File: src/sv/wpa_pkg.sv
// ----------------------------------------------------------------------------
// Waveform phase accumulator package
// Shared constants, register indexes, waveform codes, unit interface types
// and the cosine table generator.
// ----------------------------------------------------------------------------
package wpa_pkg;

    localparam int PHASE_BITS_DEF      = 32;
    localparam int TRIG_TABLE_BITS_DEF = 10;

    localparam logic [47:0] PERIOD_MIN = 48'd4295;
    localparam logic [47:0] PERIOD_RST = 48'h0001_0000_0000;
    localparam logic [31:0] AMP_RST    = 32'h0001_0000;

    // configuration register indexes
    localparam logic [1:0] REG_PERIOD = 2'd0;
    localparam logic [1:0] REG_CENTER = 2'd1;
    localparam logic [1:0] REG_AMP    = 2'd2;
    localparam logic [1:0] REG_POFF   = 2'd3;

    // waveform codes; the fourth code is reserved and yields a zero waveform value
    localparam logic [1:0] WAVE_SINE = 2'd0;
    localparam logic [1:0] WAVE_TRI  = 2'd1;
    localparam logic [1:0] WAVE_SAW  = 2'd2;

    localparam longint Q30        = 64'sd1073741824;
    localparam longint TWO_PI_Q30 = 64'sd6746518852;

    typedef struct packed {
        logic        start;
        logic [31:0] arg;       // fraction of a waveform period, LSB 2^-32 period
    } cos_req_t;

    typedef struct packed {
        logic               done;
        logic signed [31:0] y;  // Q30
    } cos_rsp_t;

    typedef struct packed {
        logic        start;
        logic [47:0] dividend;
        logic [47:0] divisor;
    } div_req_t;

    // cos(idx / 2^tb * pi/2) in Q30, Taylor series evaluated at elaboration
    function automatic logic signed [31:0] cos_entry(input int tb, input int idx);
        longint x;
        longint x2;
        longint t;
        x  = (TWO_PI_Q30 * longint'(idx)) >>> (tb + 2);
        x2 = (x * x) >>> 30;
        t  = Q30;
        t  = Q30 - (x2 * t) / (182 * Q30);
        t  = Q30 - (x2 * t) / (132 * Q30);
        t  = Q30 - (x2 * t) / (90 * Q30);
        t  = Q30 - (x2 * t) / (56 * Q30);
        t  = Q30 - (x2 * t) / (30 * Q30);
        t  = Q30 - (x2 * t) / (12 * Q30);
        t  = Q30 - (x2 * t) / (2 * Q30);
        return t[31:0];
    endfunction

endpackage

File: src/sv/wpa_divider.sv
// ----------------------------------------------------------------------------
// Phase increment divider
// Restoring long division of dividend * 2^(PHASE_BITS+16) by divisor, one
// quotient bit per cycle; keeps the low PHASE_BITS quotient bits.
// ----------------------------------------------------------------------------
module wpa_divider #(
    parameter int PHASE_BITS = 32
) (
    input  logic                  clk,
    input  logic                  rst_n,
    input  wpa_pkg::div_req_t     req,
    output logic                  done,
    output logic [PHASE_BITS-1:0] quotient
);
    import wpa_pkg::*;

    localparam int STEPS = 48 + PHASE_BITS + 16;
    localparam int CW    = $clog2(STEPS + 1);
    localparam logic [CW-1:0] LAST_STEP = CW'(STEPS - 1);

    logic                  busy_reg;
    logic                  done_reg;
    logic [CW-1:0]         cnt_reg;
    logic [47:0]           num_reg;
    logic [47:0]           rem_reg;
    logic [47:0]           den_reg;
    logic [PHASE_BITS-1:0] quo_reg;

    logic [48:0]           shifted_w;
    logic                  ge_w;
    logic [48:0]           diff_w;

    always_comb
    begin
        shifted_w = {rem_reg, num_reg[47]};
        ge_w      = shifted_w >= {1'b0, den_reg};
        diff_w    = shifted_w - {1'b0, den_reg};
    end

    always_ff @(posedge clk or negedge rst_n)
    begin
        if (!rst_n)
        begin
            busy_reg <= 1'b0;
            done_reg <= 1'b0;
            cnt_reg  <= '0;
        end
        else
        begin
            done_reg <= 1'b0;
            if (req.start)
            begin
                busy_reg <= 1'b1;
                cnt_reg  <= '0;
                num_reg  <= req.dividend;
                rem_reg  <= '0;
                den_reg  <= req.divisor;
                quo_reg  <= '0;
            end
            else if (busy_reg)
            begin
                num_reg <= {num_reg[46:0], 1'b0};
                rem_reg <= ge_w ? diff_w[47:0] : shifted_w[47:0];
                quo_reg <= {quo_reg[PHASE_BITS-2:0], ge_w};
                cnt_reg <= cnt_reg + 1'b1;
                if (cnt_reg == LAST_STEP)
                begin
                    busy_reg <= 1'b0;
                    done_reg <= 1'b1;
                end
            end
        end
    end

    assign done     = done_reg;
    assign quotient = quo_reg;

    a_start_gap: assert property (@(posedge clk) disable iff (!rst_n)
        req.start |=> !done)
        else $error("divider done right after start");

    a_done_idle: assert property (@(posedge clk) disable iff (!rst_n)
        done |-> !busy_reg)
        else $error("divider done while still busy");

endmodule

File: config.mk
export PLATFORM = sky130hd
export DESIGN_NAME = wpa_divider
export DESIGN_NICKNAME = d
export VERILOG_FILES = /design/src/sv/wpa_pkg.sv /design/src/sv/wpa_divider.sv
export SDC_FILE = /design/constraint.sdc
export NUM_CORES = 1
export LEC_CHECK = 0
export ABC_AREA = 0
export BUFFER_PORTS_ARGS = -buffer_cell sky130_fd_sc_hd__buf_4
export CAP_MARGIN = 20
export CORE_ASPECT_RATIO = 0.6
export CORE_MARGIN = 8
export CORE_UTILIZATION = 54
export CTS_BUF_LIST = sky130_fd_sc_hd__clkbuf_8
export DETAILED_ROUTE_END_ITERATION = 10
export HOLD_SLACK_MARGIN = 0.02
export PLACE_DENSITY = 0.84
export SETUP_SLACK_MARGIN = 0.5
export SYNTH_ARGS = -nofsm -noshare
export SYNTH_HDL_FRONTEND = slang
export SYNTH_SLANG_ARGS = --single-unit
File: constraint.sdc
create_clock -name clk -period 5.4 [get_ports clk]
set_input_delay 0.27 -clock clk [delete_from_list [all_inputs] [get_ports clk]]
set_output_delay 0.27 -clock clk [all_outputs]
set_load 0.01 [all_outputs]
After elaboration in Yosys (flattened, before gate mapping)
Cells that the tools add are included.
{"block": "op_classes", "addsub": 2, "n_lt_le_gt_ge": 1, "n_eq_ne": 1, "n_mux": 13, "n_reduce_logical": 3}
{"op": "two-way mux 48 bit", "count": 4}
{"op": ">= comparator 49 x 48 -> 1 bit", "count": 1}
{"op": "subtractor 48 bit", "count": 1}
{"op": "two-way mux 32 bit", "count": 1}
{"op": "two-way mux 7 bit", "count": 2}
{"op": "adder 7 x 1 -> 7 bit (second input constant)", "count": 1}
{"op": "equality test 7 bit (second input constant)", "count": 1}
{"op": "two-way mux 1 bit", "count": 6}
{"op": "AND reduction 2 bit", "count": 2}
{"op": "nonzero test 2 bit", "count": 1}
{"block": "totals", "register_bits": 185, "inputBits": 99, "out_inout_bits": 33}

Longest topological paths before layout
Gate-level depths: netlist of run 1.
{"block": "logic_depth", "ltp_word": 4, "depth_mapped": 14, "mapped_depth_nobuf": 13}

Worst setup path before layout of run 1
OpenSTA, ideal clock, no wires.
{"block": "synth_path", "path_kind": "reg-to-reg", "start": "register busy_reg", "end": "register num_reg[0] (enable)", "arrival_time_ns": 2.788, "slack_ns": 2.153, "path_stages_with_launch": 4, "path_buffers": 1, "period_less_slack_ns": 3.247, "cell_sequence": "dfrtp_1 -> clkbuf_1 -> nor2_1 -> nor2b_1"}
{"block": "synth_via", "elab_chain_cells": 2}
{"item": "start, declared", "line_no": "wpa_divider.sv:21", "rtl": "logic busy_reg;"}
{"item": "start signal, assigned", "line_no": "wpa_divider.sv:44", "rtl": "busy_reg <= 1'b0;"}
{"item": "start signal, assigned", "line_no": "wpa_divider.sv:53", "rtl": "busy_reg <= 1'b1;"}
{"item": "start signal, assigned", "line_no": "wpa_divider.sv:68", "rtl": "busy_reg <= 1'b0;"}
{"item": "nonzero test 2 bit (no source line)"}
{"item": "AND reduction 2 bit (no source line)"}
{"item": "end signal, assigned", "line_no": "wpa_divider.sv:55", "rtl": "num_reg <= req.dividend;"}
{"item": "end signal, assigned", "line_no": "wpa_divider.sv:62", "rtl": "num_reg <= {num_reg[46:0], 1'b0};"}
{"item": "end, declared", "line_no": "wpa_divider.sv:24", "rtl": "logic [47:0] num_reg;"}
Every way passes these cells.
A chain may end at the register's enable or synchronous reset.

Worst setup path after layout of run 1
{"block": "layout_path", "start": "register num_reg[47]", "end": "register rem_reg[32], data pin"}
{"block": "layout_via", "elab_chain_cells": 3, "word_cells_on_any_way": 4}
{"item": "subtractor 48 bit / >= comparator 49 x 48 -> 1 bit (equally long branches)", "line_no": "wpa_divider.sv:37, wpa_divider.sv:36"}
{"item": "two-way mux 48 bit *", "line_no": "wpa_divider.sv:63", "rtl": "rem_reg <= ge_w ? diff_w[47:0] : shifted_w[47:0];"}
{"item": "two-way mux 48 bit *", "line_no": "wpa_divider.sv:60", "rtl": "else if (busy_reg)"}
{"item": "end signal, assigned", "line_no": "wpa_divider.sv:63"}
{"item": "end, declared", "line_no": "wpa_divider.sv:25", "rtl": "logic [47:0] rem_reg;"}
Every way passes the cells marked *; elsewhere a longest branch is shown, timed or not.

==> flow_metrics.tcl, run 1 <==
set metrics [dict create \
    synth_fa_ha_area_share_pct 5.78 \
    vdd_drop_max_mv 0.241 \
    ant_nets 0 \
    period_needed_ps 3890 \
    syn2layout_area_growth_pct 18.6 \
    die_y_um 126 \
    criticalPathCategory "register to register" \
    end_kind "register" \
    synth_ff_type "edfxtp_1" \
    wl_per_cell_um 18.4 \
    clock_skew_ps 15.8 \
    io_buffer_count 131 \
    arrival_ps 4190 \
    finalSetupTns_ps 0 \
    r2r.worst_path.cells 13 \
    cp.required_ps 5700 \
    setup_viol 0 \
    firstDrtPassIters 5 \
    grt_max_degree 92 \
    nNetsFinal 1287 \
    clockBufferDepth 2 \
    hold_buffers 48 \
    synth_xor_area_share_pct 3.76 \
    synth_compound_area_share_pct 14.3 \
    synth_edf_count 176 \
    synthCells 983 \
    synth_top_family_by_area "compound AO/OA/AOI/OAI gates" \
    status "complete, no violations" \
    setup_slack_ps 1510 \
    finalCritPeriodShare_pct 72.0 \
    ctsRootBufferMaster "clkbuf_8" \
    ios 132 \
    rows 40 \
    ctsResizeCount 0 \
    synth-seq-cells 185 \
    yosysWarnings 0 \
    tritoncts "built" \
    gp_congestion 0.929 \
    hp-class "input port to register" \
    drive_gt1_share_pct 20.3 \
    hold_start "req[48]" \
    p_leak_nw 5.53 \
    cts-htree-levels 4 \
    hold_depth 2 \
    slew_headroom_pct 31.4 \
    pre_cts_ws_ps 1640 \
    antenna_found_initial 0 \
    synth.avg_cell_area_um2 11.1 \
    overflow 0 \
    synthMuxAreaShare_pct 11.1 \
    seq_area_frac_synth_pct 50.3 \
    power_density_mw_per_mm2 326 \
    grt_pass1_wl_mm 42.6 \
    synth_area_mm2 0.0110 \
    synthSimpleGateAreaFrac_pct 10.5 \
    finalHoldViolCount 0 \
    rsz0062_at_grt "false" \
    finalMaxSlewViolations 0 \
    cp-start-kind "register" \
    clk_pin_slew_worst_paths_ps 100 \
    r2r-end "rem_reg[32]$_SDFFCE_PP0P_" \
    first_global_vias 8066 \
    coreArea_mm2 0.0200 \
    holdWs_ps 67.7 \
    drc 0 \
    yosys.cell_types.count 66 \
    worstSkewPairLatency_ps 490 \
    die-area_mm2 0.0253 \
    worst-r2r-setup-slack_ps 1510 \
    post-route-util_pct 65.1 \
    viasPerCell 5.77 \
    r2r-start "num_reg[47]$_DFFE_PP_" \
    tightest_slew_ps 1030 \
    numCtsBuffers 17 \
    cpPeakStageDelay_ps 510 \
    grt_use_total_pct 21.0 \
    diodes 0 \
    cap_viol_max_count 0 \
    start_util_pct 54.9 \
    dieWidth_um 200 \
    wirelength_mm 26.2 \
    slowest_stage "a211oi_2" \
    fmax_ghz 0.257 \
    ys_async_sr_fraction_pct 4.86 \
    vias 8221 \
    post_cts.repair.setup_buffers 0 \
    crit_fanout 5 \
    synth_fp_nets 1132 \
    min_to "num_reg[0]$_SDFFCE_PN0P_" \
    clock-sinks 185 \
    path_cells "inv_1, ha_1, inv_1, fa_1, a21o_1, a221oi_2, a211oi_1, nand2b_1, a211oi_2, o21ai_0, xor2_1, mux2i_1, a211oi_1" \
    drt_iter0_drc 766 \
    hpwlAfterDp_mm 18.5 \
]
power by group:
group	switching, mW	internal [mW]
registers	0.0853	1.75
clock network	0.548	0.467
logic	0.780	0.600
critical path, delay by kind of cell, from the launching register on:
| kind | cells | cell delay (ps) |
|---|---|---|
| flops | 1 | 390 |
| mux | 1 | 100 |
| compound gates | 6 | 2000 |
| xor+xnor | 1 | 230 |
| buf+inv | 2 | 120 |
| fa+ha+maj | 2 | 550 |
| simple gates | 1 | 310 |
cells in the final DEF, fill, tap and decap left out, types with 4 or more instances in the layout:
master / count
and3_1: 9
nor4_1: 4
o211ai_1: 4
nor3_1: 13
nand2_1: 55
nand4_1: 19
dlygate4sd3_1: 48
buf_4: 136
a311oi_1: 6
nand3_1: 7
nor2b_1: 8
o21bai_1: 8
clkbuf_8: 17
xor2_1: 27
a211oi_1: 37
mux2i_1: 67
a31oi_1: 5
a21oi_1: 59
o21a_1: 5
inv_6: 4
or3_1: 4
edfxtp_1: 176
mux2_2: 48
o21ai_0: 42
a21o_1: 19
xnor2_1: 20
nand2b_1: 5
inv_1: 58
nor2_1: 110
ha_1: 49
a32oi_1: 8
dfrtp_1: 8
and2_1: 7
how the worst max path moves through the flow:
| stage | startpoint | end |
|---|---|---|
| 2_1_floorplan | busy_reg$_DFF_PN0_ | num_reg[0]$_SDFFCE_PN0P_ |
| 3_3_place_gp | num_reg[47]$_DFFE_PP_ | rem_reg[36]$_SDFFCE_PP0P_ |
| 3_5_place_dp | num_reg[47]$_DFFE_PP_ | rem_reg[34]$_SDFFCE_PP0P_ |
| 4_1_cts | num_reg[47]$_DFFE_PP_ | rem_reg[32]$_SDFFCE_PP0P_ |
| 5_1_grt | num_reg[47]$_DFFE_PP_ | rem_reg[32]$_SDFFCE_PP0P_ |
| 6_report | num_reg[47]$_DFFE_PP_ | rem_reg[32]$_SDFFCE_PP0P_ |
synth_stat cells, types with 9 or more instances:
| cell type | instances | share of area [%] |
|---|---|---|
| nor3_1 | 13 | 0.59 |
| and3_1 | 9 | 0.51 |
| inv_1 | 58 | 2.0 |
| nor2_1 | 110 | 3.8 |
| a21oi_1 | 59 | 2.7 |
| mux2_2 | 48 | 4.9 |
| dfrtp_1 | 9 | 2.1 |
| xnor2_1 | 20 | 1.6 |
| mux2i_1 | 67 | 6.1 |
| nand4_1 | 19 | 1.1 |
| nand2_1 | 55 | 1.9 |
| xor2_1 | 27 | 2.2 |
| a211oi_1 | 37 | 2.5 |
| ha_1 | 49 | 5.6 |
| nor2b_1 | 9 | 0.51 |
| a21o_1 | 19 | 1.3 |
| o21ai_0 | 42 | 1.9 |
| edfxtp_1 | 176 | 48 |
| clkbuf_1 | 33 | 1.1 |
kinds of logic after synthesis:
family / after synthesis
compound gates: 227
xor+xnor: 47
fa+ha+maj: 50
buf+inv: 107
flops: 185
mux: 115
simple gates: 252
area by class of cell:
class	instances	area, µm²
Fill cell	1580	6980
Sequential cell	185	5510
Multi-Input combinational cell	691	4990
Timing Repair Buffer	185	1510
Tap cell	273	342
Clock buffer	17	234
Inverter	58	218
Clock inverter	15	188
stage by stage:
step           cell area (µm²)  power [mW]  instances
3_5_place_dp             12100        3.19       1344
2_1_floorplan            11000        2.86        983
5_1_grt                  13000        4.46       1424
6_report                 13000        4.23       1424
4_1_cts                  13000        4.24       1424
3_3_place_gp             12100        3.16       1343
per-layer routing:
layer | track usage (%) | share of wire (%)
met4 | 4.31 | 1.2
met3 | 5.20 | 7.5
met1 | 32.0 | 49
met2 | 29.7 | 42
met5 | 0 | 0
Power figures use the tool's default switching activity.
==> inputs of run 2 (changes only) <==
PLACE_DENSITY = 0.87   (was 0.84)
clock period = 3.3 ns   (was 5.4 ns; I/O delays follow)
==> run 2 against run 1 <==
Die area is the same. First-iteration DRC count grew 41%. Via count grew 14%. Clock power grew 51%. Design area grew 16%. Non-clock buffer count grew 133. Critical path depth is the same. Power grew 87%. Hold slack gained 17 ps. Combinational power grew 140%. The run now ends with setup timing left.
==> flow_metrics.tcl, run 2 (same netlist as run 1, synthesis figures left out) <==
set metrics [dict create \
    status "finished, violations left" \
    violations "setup timing" \
    final_common_cell "buf_4" \
    hpwlAfterDp_mm 19.4 \
    place_area_mm2 0.0124 \
    cts-htree-levels 4 \
    power_density_mw_per_mm2 524 \
    cap_viol_max_count 0 \
    cpPeakStageDelay_ps 430 \
    clock-sinks 185 \
    finalCritPeriodShare_pct 101 \
    coreArea_mm2 0.0200 \
    slowest_stage "edfxtp_1" \
    end_kind "register" \
    ios 132 \
    viasPerCell 6.01 \
    worstSkewPairLatency_ps 490 \
    cp_num_buf_inv 2 \
    wl_per_cell_um 21.0 \
    r2r-end "rem_reg[40]$_SDFFCE_PP0P_" \
    arrival_ps 3540 \
    worst-r2r-setup-slack_ps -30 \
    ctsRootBufferMaster "clkbuf_8" \
    clk_pin_slew_worst_paths_ps 110 \
    tightest_slew_ps 761 \
    path_cells "inv_2, ha_4, inv_2, fa_2, a21o_1, a221oi_4, a211oi_4, nand2b_4, a211oi_4, o221ai_2, xor2_1, mux2i_1, a211oi_2" \
    drc 0 \
    syn2layout_area_growth_pct 37.3 \
    antenna_found_initial 1 \
    ant_nets 0 \
    drive_gt1_share_pct 32.4 \
    cp-start-kind "register" \
    finalHoldViolCount 0 \
    die_y_um 126 \
    fmax_ghz 0.300 \
    first_global_vias 9255 \
    dieWidth_um 200 \
    finalMaxSlewViolations 0 \
    r2r.worst_path.cells 13 \
    grt_use_total_pct 24.4 \
    setup_slack_ps -30.8 \
    grt_max_degree 59 \
    gp_congestion 0.962 \
    design_area_mm2 0.0150 \
    cp_top_family "compound AO/OA/AOI/OAI gates" \
    firstDrtPassIters 8 \
    wirelength_mm 32.7 \
    period_needed_ps 3330 \
    r2r-start "num_reg[47]$_DFFE_PP_" \
    tritoncts "built" \
    cp.required_ps 3510 \
    drt_iter0_drc 1078 \
    slew_headroom_pct 48.9 \
    numCtsBuffers 17 \
    crit_fanout 4 \
    post-route-util_pct 75.4 \
    finalNonFillerCells 1557 \
    clock_skew_ps 24.1 \
    io_buffer_count 131 \
    rsz0062_at_grt "true" \
    setup_viol 1 \
    nNetsFinal 1420 \
    rows 40 \
    criticalPathCategory "register to register" \
    vdd_drop_max_mv 0.343 \
    vias 9363 \
    power_mw 7.89 \
    overflow 0 \
    die-area_mm2 0.0253 \
    grt_pass1_wl_mm 49.0 \
    hp-class "input port to async pin" \
    dp_cells 1370 \
    most-common-layout-cells "201 x buf_4, 176 x edfxtp_1, 108 x nor2_1" \
    start_util_pct 54.9 \
    p_leak_nw 6.25 \
    clockBufferDepth 2 \
]
-- run 2: repair_timing --
action / 4_1_cts / 5_1_grt
hold endpoints to repair: 96 / 0
hold buffers: 96 / 0
endpoints found under the setup margin: 49 / 49
resized for setup: 60 / 97
cloned: 2 / 0
buffers inserted: 35 / 22
pin swaps: 27 / 48
-- run 2: area by class of cell --
cell class / instances / area, µm²
Sequential cell: 185 / 5510
Inverter: 58 / 218
Timing Repair Buffer: 318 / 2790
Tap cell: 273 / 342
Clock inverter: 14 / 138
Multi-Input combinational cell: 691 / 5820
Antenna cell: 1 / 2.50
Clock buffer: 17 / 234
Fill cell: 1222 / 4920
-- run 2: worst max path at each step --
stage,startpoint,end,slack [ps],depth (start not counted)
after global placement,num_reg[47]$_DFFE_PP_,rem_reg[40]$_SDFFCE_PP0P_,160,13
after CTS,num_reg[47]$_DFFE_PP_,rem_reg[28]$_SDFFCE_PP0P_,160,13
after detailed placement,rem_reg[5]$_SDFFCE_PP0P_,rem_reg[45]$_SDFFCE_PP0P_,60,10
after floorplan,num_reg[47]$_DFFE_PP_,rem_reg[28]$_SDFFCE_PP0P_,400,13
after global routing,rem_reg[21]$_SDFFCE_PP0P_,rem_reg[40]$_SDFFCE_PP0P_,-90,10
final,num_reg[47]$_DFFE_PP_,rem_reg[40]$_SDFFCE_PP0P_,-30,13
-- run 2: power breakdown --
part / switching [mW] / total (mW) / internal (mW)
Clock: 0.914 / 1.53 / 0.615
Sequential: 0.177 / 3.04 / 2.87
Combinational: 1.70 / 3.32 / 1.62
-- run 2: per-stage QoR --
step                setup WS, ps  hold slack [ps]  setup TNS, ps
finish                     -30.8             85.0          -30.8
floorplan                    402             -131              0
detailed placement          58.3              344              0
global route               -91.9              113           -284
CTS                          163             59.6              0
global placement             164              344              0
-- run 2: metal layers --
metal	part of all wire [%]	vias to the layer above	wire length (µm)	GRT usage, %
met4	1.7	0	565	5.95
li1	-	4248	-	-
met5	0	-	0	0
met3	8.6	53	2800	5.94
met1	44	4557	14200	34.9
met2	46	505	15100	37.0
